===== src/rtl/core/assert_macros.svh =====
// Assertion macros shared by the mixer RTL.
`ifndef ASSERT_MACROS_SVH
`define ASSERT_MACROS_SVH

// Check that cons holds in the same cycle as ante.
`define SCMIX_ASSERT_IMP(label, clk, rst, ante, cons, msg) \
   label: assert property (@(posedge clk) disable iff (rst) (ante) |-> (cons)) \
      else $error(msg);

// Check that cons holds in the cycle after ante.
`define SCMIX_ASSERT_NXT(label, clk, rst, ante, cons, msg) \
   label: assert property (@(posedge clk) disable iff (rst) (ante) |=> (cons)) \
      else $error(msg);

`endif


===== src/rtl/core/scmix_pkg.sv =====
// Package for the soft-clip channel mixer: command types, codes and constants.
`default_nettype none

package scmix_pkg;

   // Register indexes of the configuration port
   localparam int CSR_INDEX_BITS = 1;
   localparam logic [CSR_INDEX_BITS-1:0] CSR_LISTENER_CHANNELS = 1'd0;
   localparam logic [CSR_INDEX_BITS-1:0] CSR_LISTENER_GAIN     = 1'd1;

   // Channel count code for stereo; every other code means mono
   localparam logic [1:0] CH_STEREO = 2'd2;

   // Unity gain in unsigned Q1.15
   localparam logic [15:0] GAIN_UNITY = 16'h8000;

   // Operation issued to the shared multiplier
   typedef enum logic [2:0] {
      MUL_NONE,
      MUL_GAIN,
      MUL_SAMPLE_A,
      MUL_SAMPLE_B,
      MUL_SQUARE,
      MUL_POWER
   } mul_op_type;

   // Which value the soft-clip unit works on and where its result goes
   typedef enum logic [1:0] {
      CLIP_CONTRIB,
      CLIP_FIRST,
      CLIP_SECOND
   } clip_sel_type;

   // Controller states
   typedef enum logic [3:0] {
      ST_IDLE,
      ST_GAIN,
      ST_MUL_A,
      ST_MUL_B,
      ST_CLIP_LOAD,
      ST_PWR_TEST,
      ST_PWR_SQ,
      ST_PWR_MUL,
      ST_CLIP_DONE,
      ST_ACCUM,
      ST_EMIT
   } state_type;

   // Controller to datapath
   typedef struct packed {
      logic         load_item;
      mul_op_type   mul_op;
      logic         clip_load;
      logic         clip_done;
      clip_sel_type clip_sel;
      logic         accum;
      logic         emit;
   } dp_cmd_type;

   // Datapath to controller
   typedef struct packed {
      logic listener_stereo;
      logic sound_stereo;
      logic last;
      logic i_zero;
   } dp_status_type;

endpackage

`default_nettype wire


===== src/rtl/core/scmix_datapath.sv =====
// Datapath of the mixer: config registers, shared multiplier, soft clip, accumulators.
`default_nettype none

module scmix_datapath #(
   parameter int SAMPLE_BITS = 16,
   parameter int MAX_SOUNDS  = 64
) (
   input  wire                                    clock,
   input  wire                                    reset,
   input  wire                                    csr_write,
   input  wire  [scmix_pkg::CSR_INDEX_BITS-1:0]   csr_index,
   input  wire  [15:0]                            csr_wdata,
   input  wire  signed [SAMPLE_BITS-1:0]          req_left_sample,
   input  wire  signed [SAMPLE_BITS-1:0]          req_right_sample,
   input  wire  [1:0]                             req_sound_channels,
   input  wire  [15:0]                            req_sound_gain,
   input  wire                                    req_last_sound,
   output logic signed [SAMPLE_BITS-1:0]          rsp_out_first,
   output logic signed [SAMPLE_BITS-1:0]          rsp_out_second,
   input  scmix_pkg::dp_cmd_type                  cmd,
   output scmix_pkg::dp_status_type               status
);
   import scmix_pkg::*;

   localparam int F   = SAMPLE_BITS - 1;
   localparam int ACC = SAMPLE_BITS + 8;
   localparam int CW  = SAMPLE_BITS + 2;
   localparam int NW  = $clog2(MAX_SOUNDS + 1);
   localparam int AW  = (SAMPLE_BITS + 2 > 17) ? SAMPLE_BITS + 2 : 17;
   localparam int BW  = (SAMPLE_BITS + 1 > 17) ? SAMPLE_BITS + 1 : 17;
   localparam int PW  = AW + BW;
   localparam logic [SAMPLE_BITS-1:0] ONE     = {1'b1, {F{1'b0}}};
   localparam logic [ACC-1:0]         ACC_MAX = {1'b0, {(ACC-1){1'b1}}};
   localparam logic [ACC-1:0]         ACC_MIN = {1'b1, {(ACC-1){1'b0}}};

   // Clamp a Q1.15 gain to unity
   function automatic logic [15:0] gain_sat(input logic [15:0] g);
      return (g > GAIN_UNITY) ? GAIN_UNITY : g;
   endfunction

   // Add a contribution to an accumulator, saturating at its range
   function automatic logic [ACC-1:0] sat_add(input logic [ACC-1:0] s,
                                              input logic [CW-1:0] c);
      logic [ACC:0] total;
      total = {s[ACC-1], s} + {{(ACC+1-CW){c[CW-1]}}, c};
      if (total[ACC] != total[ACC-1]) begin
         return total[ACC] ? ACC_MIN : ACC_MAX;
      end
      return total[ACC-1:0];
   endfunction

   // Configuration registers
   logic [1:0]  cfg_channels_ff;
   logic [15:0] cfg_gain_ff;

   // Latched item
   logic signed [SAMPLE_BITS-1:0] left_ff;
   logic signed [SAMPLE_BITS-1:0] right_ff;
   logic                          snd_stereo_ff;
   logic [15:0]                   sgain_ff;
   logic                          last_ff;

   // Working registers
   logic [15:0]            vol_ff;
   logic [CW-1:0]          c1_ff;
   logic [CW-1:0]          c2_ff;
   logic [SAMPLE_BITS-1:0] x_ff;
   logic [SAMPLE_BITS-1:0] p_ff;
   logic [NW-1:0]          i_ff;
   logic                   neg_ff;
   logic [SAMPLE_BITS-1:0] res_first_ff;
   logic [SAMPLE_BITS-1:0] res_second_ff;
   logic [SAMPLE_BITS-1:0] rsp_first_ff;
   logic [SAMPLE_BITS-1:0] rsp_second_ff;

   // Frame state
   logic [ACC-1:0] sum_first_ff;
   logic [ACC-1:0] sum_first_in;
   logic [ACC-1:0] sum_second_ff;
   logic [ACC-1:0] sum_second_in;
   logic [NW-1:0]  count_ff;
   logic [NW-1:0]  count_in;

   logic                   lst_stereo;
   logic signed [AW-1:0]   mul_a;
   logic signed [BW-1:0]   mul_b;
   logic signed [PW-1:0]   prod;
   logic [ACC-1:0]         src_v;
   logic                   src_neg;
   logic [ACC-1:0]         src_mag;
   logic [SAMPLE_BITS-1:0] clip_a;
   logic [SAMPLE_BITS-1:0] clip_x;
   logic [NW-1:0]          clip_n;
   logic [SAMPLE_BITS-1:0] clip_r;
   logic [SAMPLE_BITS-1:0] clip_res;

   assign lst_stereo = (cfg_channels_ff == CH_STEREO);

   // Select multiplier operands
   always_comb begin
      mul_a = '0;
      mul_b = '0;
      case (cmd.mul_op)
         MUL_GAIN: begin
            mul_a = AW'(sgain_ff);
            mul_b = BW'(gain_sat(cfg_gain_ff));
         end
         MUL_SAMPLE_A: begin
            mul_a = (!lst_stereo && snd_stereo_ff) ? AW'(left_ff) + AW'(right_ff)
                                                   : AW'(left_ff);
            mul_b = BW'(vol_ff);
         end
         MUL_SAMPLE_B: begin
            mul_a = snd_stereo_ff ? AW'(right_ff) : AW'(left_ff);
            mul_b = BW'(vol_ff);
         end
         MUL_SQUARE: begin
            mul_a = AW'(x_ff);
            mul_b = BW'(x_ff);
         end
         MUL_POWER: begin
            mul_a = AW'(p_ff);
            mul_b = BW'(x_ff);
         end
         default: begin
            mul_a = '0;
            mul_b = '0;
         end
      endcase
   end

   assign prod = PW'(mul_a) * PW'(mul_b);

   // Pick the value to soft-clip and form 1 - min(|v|, 1)
   always_comb begin
      case (cmd.clip_sel)
         CLIP_CONTRIB: src_v = {{(ACC-CW){c1_ff[CW-1]}}, c1_ff};
         CLIP_FIRST:   src_v = sum_first_ff;
         CLIP_SECOND:  src_v = sum_second_ff;
         default:      src_v = sum_first_ff;
      endcase
      src_neg = src_v[ACC-1];
      src_mag = src_neg ? (~src_v + ACC'(1)) : src_v;
      clip_a  = (src_mag > ACC'(ONE)) ? ONE : src_mag[SAMPLE_BITS-1:0];
      clip_x  = ONE - clip_a;
      clip_n  = (cmd.clip_sel == CLIP_CONTRIB) ? NW'(2) : count_ff;
   end

   // Finish the clip: r = 1 - p, apply the sign, keep positive full scale in range
   always_comb begin
      clip_r = ONE - p_ff;
      if (neg_ff) begin
         clip_res = ~clip_r + SAMPLE_BITS'(1);
      end else if (clip_r >= ONE) begin
         clip_res = ONE - SAMPLE_BITS'(1);
      end else begin
         clip_res = clip_r;
      end
   end

   // Next accumulator and count values
   always_comb begin
      sum_first_in  = sum_first_ff;
      sum_second_in = sum_second_ff;
      count_in      = count_ff;
      if (cmd.accum) begin
         sum_first_in = sat_add(sum_first_ff, c1_ff);
         if (lst_stereo) begin
            sum_second_in = sat_add(sum_second_ff, c2_ff);
         end
         if (count_ff < NW'(MAX_SOUNDS)) begin
            count_in = count_ff + NW'(1);
         end
      end else if (cmd.emit) begin
         sum_first_in  = '0;
         sum_second_in = '0;
         count_in      = '0;
      end
   end

   // Hold configuration and frame state
   always_ff @(posedge clock) begin
      if (reset) begin
         cfg_channels_ff <= CH_STEREO;
         cfg_gain_ff     <= GAIN_UNITY;
         sum_first_ff    <= '0;
         sum_second_ff   <= '0;
         count_ff        <= '0;
      end else begin
         if (csr_write) begin
            case (csr_index)
               CSR_LISTENER_CHANNELS: cfg_channels_ff <= csr_wdata[1:0];
               CSR_LISTENER_GAIN:     cfg_gain_ff     <= csr_wdata;
               default:               cfg_gain_ff     <= cfg_gain_ff;
            endcase
         end
         sum_first_ff  <= sum_first_in;
         sum_second_ff <= sum_second_in;
         count_ff      <= count_in;
      end
   end

   // Latch the item and advance the working registers
   always_ff @(posedge clock) begin
      if (cmd.load_item) begin
         left_ff       <= req_left_sample;
         right_ff      <= req_right_sample;
         snd_stereo_ff <= (req_sound_channels == CH_STEREO);
         sgain_ff      <= gain_sat(req_sound_gain);
         last_ff       <= req_last_sound;
      end
      case (cmd.mul_op)
         MUL_GAIN:     vol_ff <= prod[15 +: 16];
         MUL_SAMPLE_A: c1_ff  <= prod[15 +: CW];
         MUL_SAMPLE_B: c2_ff  <= prod[15 +: CW];
         MUL_SQUARE:   x_ff   <= prod[F +: SAMPLE_BITS];
         MUL_POWER: begin
            if (i_ff[0]) begin
               p_ff <= prod[F +: SAMPLE_BITS];
            end
            i_ff <= i_ff >> 1;
         end
         default: begin
            vol_ff <= vol_ff;
         end
      endcase
      if (cmd.clip_load) begin
         x_ff   <= clip_x;
         p_ff   <= clip_n[0] ? clip_x : ONE;
         i_ff   <= clip_n >> 1;
         neg_ff <= src_neg;
      end
      if (cmd.clip_done) begin
         case (cmd.clip_sel)
            CLIP_CONTRIB: c1_ff         <= {{(CW-SAMPLE_BITS){clip_res[F]}}, clip_res};
            CLIP_FIRST:   res_first_ff  <= clip_res;
            CLIP_SECOND:  res_second_ff <= clip_res;
            default:      res_first_ff  <= res_first_ff;
         endcase
      end
      if (cmd.emit) begin
         rsp_first_ff  <= res_first_ff;
         rsp_second_ff <= lst_stereo ? res_second_ff : '0;
      end
   end

   assign rsp_out_first  = rsp_first_ff;
   assign rsp_out_second = rsp_second_ff;

   assign status.listener_stereo = lst_stereo;
   assign status.sound_stereo    = snd_stereo_ff;
   assign status.last            = last_ff;
   assign status.i_zero          = (i_ff == '0);

endmodule

`default_nettype wire


===== src/rtl/core/scmix_ctrl.sv =====
// Controller of the mixer: sequences each item and the frame-end soft clip.
`default_nettype none

module scmix_ctrl (
   input  wire                       clock,
   input  wire                       reset,
   input  wire                       req_valid,
   output logic                      req_stall,
   output logic                      rsp_valid,
   input  wire                       rsp_stall,
   input  scmix_pkg::dp_status_type  status,
   output scmix_pkg::dp_cmd_type     cmd
);
   import scmix_pkg::*;

   state_type    state_ff;
   state_type    state_in;
   clip_sel_type phase_ff;
   clip_sel_type phase_in;
   logic         rsp_valid_ff;
   logic         rsp_valid_in;
   logic         slot_free;

   assign slot_free = !rsp_valid_ff || !rsp_stall;

   // Next state
   always_comb begin
      state_in = state_ff;
      phase_in = phase_ff;
      case (state_ff)
         ST_IDLE: begin
            if (req_valid) begin
               state_in = ST_GAIN;
            end
         end
         ST_GAIN:  state_in = ST_MUL_A;
         ST_MUL_A: begin
            if (status.listener_stereo) begin
               state_in = ST_MUL_B;
            end else if (status.sound_stereo) begin
               state_in = ST_CLIP_LOAD;
               phase_in = CLIP_CONTRIB;
            end else begin
               state_in = ST_ACCUM;
            end
         end
         ST_MUL_B:     state_in = ST_ACCUM;
         ST_CLIP_LOAD: state_in = ST_PWR_TEST;
         ST_PWR_TEST:  state_in = status.i_zero ? ST_CLIP_DONE : ST_PWR_SQ;
         ST_PWR_SQ:    state_in = ST_PWR_MUL;
         ST_PWR_MUL:   state_in = ST_PWR_TEST;
         ST_CLIP_DONE: begin
            if (phase_ff == CLIP_CONTRIB) begin
               state_in = ST_ACCUM;
            end else if (phase_ff == CLIP_FIRST && status.listener_stereo) begin
               state_in = ST_CLIP_LOAD;
               phase_in = CLIP_SECOND;
            end else begin
               state_in = ST_EMIT;
            end
         end
         ST_ACCUM: begin
            if (status.last) begin
               state_in = ST_CLIP_LOAD;
               phase_in = CLIP_FIRST;
            end else begin
               state_in = ST_IDLE;
            end
         end
         ST_EMIT: begin
            if (slot_free) begin
               state_in = ST_IDLE;
            end
         end
         default: state_in = ST_IDLE;
      endcase
   end

   // Commands to the datapath
   always_comb begin
      cmd           = '0;
      cmd.mul_op    = MUL_NONE;
      cmd.clip_sel  = phase_ff;
      case (state_ff)
         ST_IDLE:      cmd.load_item = req_valid;
         ST_GAIN:      cmd.mul_op    = MUL_GAIN;
         ST_MUL_A:     cmd.mul_op    = MUL_SAMPLE_A;
         ST_MUL_B:     cmd.mul_op    = MUL_SAMPLE_B;
         ST_CLIP_LOAD: cmd.clip_load = 1'b1;
         ST_PWR_SQ:    cmd.mul_op    = MUL_SQUARE;
         ST_PWR_MUL:   cmd.mul_op    = MUL_POWER;
         ST_CLIP_DONE: cmd.clip_done = 1'b1;
         ST_ACCUM:     cmd.accum     = 1'b1;
         ST_EMIT:      cmd.emit      = slot_free;
         default:      cmd.mul_op    = MUL_NONE;
      endcase
   end

   // Output slot: set on emit, drop once taken
   always_comb begin
      if (cmd.emit) begin
         rsp_valid_in = 1'b1;
      end else if (!rsp_stall) begin
         rsp_valid_in = 1'b0;
      end else begin
         rsp_valid_in = rsp_valid_ff;
      end
   end

   always_ff @(posedge clock) begin
      if (reset) begin
         state_ff     <= ST_IDLE;
         phase_ff     <= CLIP_CONTRIB;
         rsp_valid_ff <= 1'b0;
      end else begin
         state_ff     <= state_in;
         phase_ff     <= phase_in;
         rsp_valid_ff <= rsp_valid_in;
      end
   end

   assign req_stall = (state_ff != ST_IDLE);
   assign rsp_valid = rsp_valid_ff;

endmodule

`default_nettype wire


===== src/rtl/core/soft_clip_channel_mixer.sv =====
// Top level of the soft-clip channel mixer.
// Each item is one sound's contribution to an audio frame: its sample (mono or stereo)
// is scaled by sound gain times listener gain, mapped to the listener channel count and
// added into saturating accumulators; the item flagged last soft-clips each accumulator
// as sign(v)*(1-(1-|v|)^n) with n the sound count and emits one frame. A single
// multiplier is shared by all steps, so an item runs them in turn: the gain product,
// one sample product (mono listener) or two (stereo listener), for a stereo sound mixed
// down to mono the clip with n = 2, and the accumulate. The last item adds, per output
// channel, the clip and its square-and-multiply power loop, with n up to MAX_SOUNDS,
// then loads the output register once free. The output register lets the next item
// be accepted while a frame waits to be taken.
`default_nettype none
`include "assert_macros.svh"

module soft_clip_channel_mixer #(
   parameter int SAMPLE_BITS = 16,
   parameter int MAX_SOUNDS  = 64
) (
   input  wire                                   clock,
   input  wire                                   reset,
   input  wire                                   csr_write,
   input  wire  [scmix_pkg::CSR_INDEX_BITS-1:0]  csr_index,
   input  wire  [15:0]                           csr_wdata,
   input  wire                                   req_valid,
   output logic                                  req_stall,
   input  wire  signed [SAMPLE_BITS-1:0]         req_left_sample,
   input  wire  signed [SAMPLE_BITS-1:0]         req_right_sample,
   input  wire  [1:0]                            req_sound_channels,
   input  wire  [15:0]                           req_sound_gain,
   input  wire                                   req_last_sound,
   output logic                                  rsp_valid,
   input  wire                                   rsp_stall,
   output logic signed [SAMPLE_BITS-1:0]         rsp_out_first,
   output logic signed [SAMPLE_BITS-1:0]         rsp_out_second
);
   import scmix_pkg::*;

   dp_cmd_type    cmd;
   dp_status_type status;

   // Sequencer
   scmix_ctrl u_ctrl (
      .clock     (clock),
      .reset     (reset),
      .req_valid (req_valid),
      .req_stall (req_stall),
      .rsp_valid (rsp_valid),
      .rsp_stall (rsp_stall),
      .status    (status),
      .cmd       (cmd)
   );

   // Arithmetic and state
   scmix_datapath #(
      .SAMPLE_BITS (SAMPLE_BITS),
      .MAX_SOUNDS  (MAX_SOUNDS)
   ) u_datapath (
      .clock              (clock),
      .reset              (reset),
      .csr_write          (csr_write),
      .csr_index          (csr_index),
      .csr_wdata          (csr_wdata),
      .req_left_sample    (req_left_sample),
      .req_right_sample   (req_right_sample),
      .req_sound_channels (req_sound_channels),
      .req_sound_gain     (req_sound_gain),
      .req_last_sound     (req_last_sound),
      .rsp_out_first      (rsp_out_first),
      .rsp_out_second     (rsp_out_second),
      .cmd                (cmd),
      .status             (status)
   );

   // An accepted item starts with the gain product
   `SCMIX_ASSERT_NXT(a_accept_starts_gain, clock, reset,
      req_valid && !req_stall, cmd.mul_op == MUL_GAIN,
      "accepted item did not start with the gain step")
   // A frame is loaded only into a free output slot
   `SCMIX_ASSERT_IMP(a_emit_slot_free, clock, reset,
      cmd.emit, !rsp_valid || !rsp_stall,
      "frame loaded over a waiting frame")
   // A loaded frame is offered in the next cycle
   `SCMIX_ASSERT_NXT(a_emit_shows_valid, clock, reset,
      cmd.emit, rsp_valid,
      "loaded frame not offered")
   // The clip finishes only after the power loop has run out
   `SCMIX_ASSERT_IMP(a_clip_done_loop_end, clock, reset,
      cmd.clip_done, status.i_zero,
      "clip finished with power loop still running")

endmodule

`default_nettype wire

===== config.mk =====
export PLATFORM = sky130hd
export DESIGN_NAME = soft_clip_channel_mixer
export DESIGN_NICKNAME = d
export VERILOG_FILES = /design/src/rtl/core/scmix_pkg.sv /design/src/rtl/core/scmix_datapath.sv /design/src/rtl/core/scmix_ctrl.sv /design/src/rtl/core/soft_clip_channel_mixer.sv
export VERILOG_INCLUDE_DIRS = /design/src /design/src/rtl/core
export SDC_FILE = /design/constraint.sdc
export NUM_CORES = 1
export LEC_CHECK = 0
export BUFFER_PORTS_ARGS = -buffer_cell sky130_fd_sc_hd__buf_2
export CAP_MARGIN = 30
export CORE_UTILIZATION = 45
export CTS_CLUSTER_SIZE = 12
export DETAILED_ROUTE_END_ITERATION = 16
export GPL_ROUTABILITY_DRIVEN = 0
export PLACE_DENSITY = 0.67
export SYNTH_ARGS = -nofsm -noshare
export SYNTH_HDL_FRONTEND = slang
export SYNTH_SLANG_ARGS = --single-unit

===== constraint.sdc =====
create_clock -name clock -period 17.8 [get_ports clock]
set_input_delay 3.56 -clock clock [delete_from_list [all_inputs] [get_ports clock]]
set_output_delay 3.56 -clock clock [all_outputs]
set_load 0.05 [all_outputs]

==> reports/metrics.sh <==
NUMCLOCKSINKS=285
POST_CTS_RESIZED=0
FIN_TOTAL_PWR_mW=2.920
MIN-DELAY-PATH-CLASS='flop to flop'
AVGSYNTHCELLAREA_SQ_UM=9.149
ROUTED_WIRE_LENGTH_PER_INSTANCE_UM=20.99
SYNTH-SEQ-CELLS=285
DPL_WORST_SLACK_PS=8278
WORST_HOLD_SLACK_PS=417.0
FF2FF_SETUP_SLACK_PS=8030
YOSYS_WARNINGS=0
WORSTSKEWPAIRLATENCY_PS=600
TOTALNEGATIVESETUPSLACK_PS=0
SYNTH-EDFF-COUNT=187
N_ANTENNA_CELL=0
ROOT_BUFFER_CELL='sky130_fd_sc_hd__clkbuf_16'
MULTI_INPUT_AREA_SQ_UM=16970
DETAIL-ROUTE-ANTENNA-NETS=0
WORSTSETUPPATHTYPE='flop to flop'
FLOORPLAN.ROWS=88
TIMING.MAX_CAP.VIOLATIONS=0
CPMOSTUSEDCELL='sky130_fd_sc_hd__fa_1'
CTSLONGESTPATHBUFFERS=3
GR-USAGE-ALL-LAYERS_PCT=26.43
SETUP_VIOL_COUNT_FINAL=0
P_LEAK_nW=12.61
WORST_SLEW_MARGIN_RELATIVE_TO_ITS_LIMIT_PCT=22.07
DIE_AREA_SQ_UM=59630
AREA_GROWTH_PCT=8.851
CORE_OCCUPANCY_IN_THE_FINISHED_LAYOUT_PCT=49.70
DP_HPWL_MM=61.80
LAYOUT_COMMONEST_CELL='sky130_fd_sc_hd__inv_1'
DP_CELLS=3686
DATA_ARRIVAL_TIME_OF_THE_CRITICAL_PATH_PS=10180
FIN_CRIT_SH_PCT=54.87
CLOCK_POWER_SHARE_PCT=21.9
SETUP_WS_PS=8032
NUM-FILL-CELLS=5269
POST_CTS_BUFFERS=0
FINAL_CELL_MIX='sky130_fd_sc_hd__inv_1 (378), sky130_fd_sc_hd__nand2_1 (348), sky130_fd_sc_hd__nor2_1 (289), sky130_fd_sc_hd__fa_1 (275), sky130_fd_sc_hd__edfxtp_1 (187)'
CTS-HTREE-LEVELS=1
SYN_NETS=3383
REGISTER_AREA_SQ_UM=7579
PORT_BUFFERS=106
MAX_FREQ_MHz=102.4
INITIALDRTVIOLATIONCOUNT=2158
FINAL.MIN_CLOCK_PERIOD_PS=9768
DRIVE_GT1_SHARE_PCT=8.328
FIRST_PASS_ITERS=7
OUTCOME='complete, no violations'
VIASPERCELL=5.878
PLACEABLECOREAREA_SQ_UM=57810
GR-TOTAL-OVERFLOW=0
NUMBER_OF_GLOBAL_ROUTE_VIAS_BEFORE_REPAIR=21840
CLK_PIN_SLEW_WORST_PATHS_PS=60
CRITICAL_PATH_BUF_INV_COUNT=4
PWR-SHARE-COMB_PCT=48.5
SETUP.WORST_PATH.END_CLASS='flop'
IRDROPWORSTVDD_V=0.00009105
SLOWEST_STAGE_DELAY_ON_CRITICAL_PATH_PS=630
NET_SWITCHING_SHARE_OF_THE_TOTAL_POWER_PCT=43.80
TOTAL_CLOCK_BUFFERS_CREATED_BY_CTS=31
INITIAL_ANTENNA_VIOLATION_COUNT=2
CRITPATHMAXFANOUT=7
ROUTE.VIAS.TOTAL=22000
FINALNETCOUNT=3452
TRITONCTS='built'
GRT_FIRST_PASS_WIRELENGTH_MM=122.6
TIMING.CRITICAL_PATH.REQUIRED_PS=18220
CELL_INTERNAL_PWR_mW=1.641
WORST_PATH_MAX_DELAY_CELL='sky130_fd_sc_hd__o31ai_1'
LAYOUT.CELL_AREA.NON_FILLER_SQ_UM=28730
SYNTH_CELL_TYPES=93
NETLIST_AREA_SQ_UM=26390
NET_SWITCHING_POWER_mW=1.279
SEQUENTIALPOWERSHARE_PCT=29.6
FINCLKSKEW_PS=20.86
PORTION_OF_THE_POST_SYNTHESIS_AREA_USED_BY_SEQUENTIAL_ELEMENTS_PCT=28.71
POSTPLACECELLAREA_SQ_UM=27750
FINALWIRELENGTH_MM=78.56
PIN_COUNT=107
DIE_W_UM=244.2
POWER_DENSITY_nW_PER_UM2=101.6
SYN_INST=2885
CTS.HOLD.BUFFERS_ADDED=0
STDCELL_COUNT=3743
SETUP_REPAIR_AFTER_GLOBAL_ROUTING_MISSED_ITS_MARGIN='no'
DRC_VIOLATIONS_LEFT=0
TIMING.FINAL.HOLD_VIOLATIONS=0
TIMING.CRITICAL_PATH.FROM_TYPE='flop'
TIMING_MAX_TRANSITION_VIOLATIONS_FINAL=0
LARGEST_NET_DEGREE_AT_THE_START_OF_GLOBAL_ROUTING=61
CRIT_FAMILY='adder cells'
ASYNCSETRESETFLOPFRACSYNTH_PCT=0
INITIAL_UTILIZATION_PCT=45.66
YOSYS_MOST_USED_DFF='sky130_fd_sc_hd__edfxtp_1'
WORSTMARGINPINSLEW_PS=1169
DIE_H_UM=244.2
## flip-flops by register name (all words and copies together) (netlist names), 2 cells and up
name,count
u_datapath.sum_first_ff,24
u_ctrl.state_ff,4
u_datapath.c1_ff,18
u_datapath.right_ff,16
u_datapath.vol_ff,16
u_datapath.i_ff,6
u_datapath.cfg_gain_ff,16
u_datapath.res_first_ff,16
u_datapath.sgain_ff,16
u_datapath.rsp_out_first,16
u_datapath.p_ff,16
u_datapath.rsp_out_second,16
u_datapath.sum_second_ff,24
u_datapath.count_ff,7
u_datapath.cfg_channels_ff,2
u_datapath.x_ff,16
u_datapath.left_ff,16
u_ctrl.phase_ff,2
u_datapath.res_second_ff,16
u_datapath.c2_ff,18
## Yosys cell counts, drive strengths merged, types with 32 or more instances
master  instances  area, sq um
inv           380         1426
nand2         348         1306
nor2          293         1105
fa            275         5505
edfxtp        187         5615
o21ai         155        775.7
ha            150         1877
a21oi         137        685.7
dfxtp          98         1962
xnor2          88        770.7
clkbuf         87        326.6
nor3           58        322.8
and2           50        312.8
nand3          45        230.2
a21o           36        270.3
xor2           33        289.0
nor2b          32        200.2
## cells by family after synthesis
family	synth area share [%]
AO/OA/AOI/OAI	13.61
XOR/XNOR	4.101
adder cells (fa/ha/maj)	28.04
buffers and inverters	7.101
flip-flops	28.71
multiplexers	1.744
AND/OR/NAND/NOR	16.70
## path summary, 6_finish.rpt
check / start / to / cells after the start
setup / recovery: u_datapath.right_ff[0] / u_datapath.x_ff[14] / 33
hold / removal: u_datapath.res_first_ff[2] / u_datapath.rsp_out_first[2] / 0
setup reg to reg: u_datapath.right_ff[0] / u_datapath.x_ff[14] / 33
hold reg to reg: u_datapath.res_first_ff[2] / u_datapath.rsp_out_first[2] / 0
## area by class of cell
type / count / share of cell area, %
Inverter: 381 / 4.978
Tap cell: 765 / 3.332
Timing Repair Buffer: 143 / 2.813
Clock inverter: 11 / 0.4529
Clock buffer: 46 / 2.966
Multi-Input combinational cell: 2112 / 59.08
Sequential cell: 285 / 26.38
## power by group through the flow
stage / combinational [mW] / sequential (mW) / clock (mW)
after global routing: 1.54 / 0.869 / 0.672
after floorplan: 0.986 / 0.843 / 0
after detailed placement: 1.38 / 0.875 / 0
after global placement: 1.34 / 0.877 / 0
final: 1.42 / 0.866 / 0.638
after CTS: 1.38 / 0.863 / 0.644
## metal layers
metal / track usage, % / wire, um / part of all wire, %
met1: 36.22 / 31730 / 40
met2: 41.74 / 35150 / 45
met3: 4.050 / 7987 / 10
met4: 10.85 / 3674 / 4.7
met5: 0 / 12 / 0.015
(Power assumes the default switching activity.)
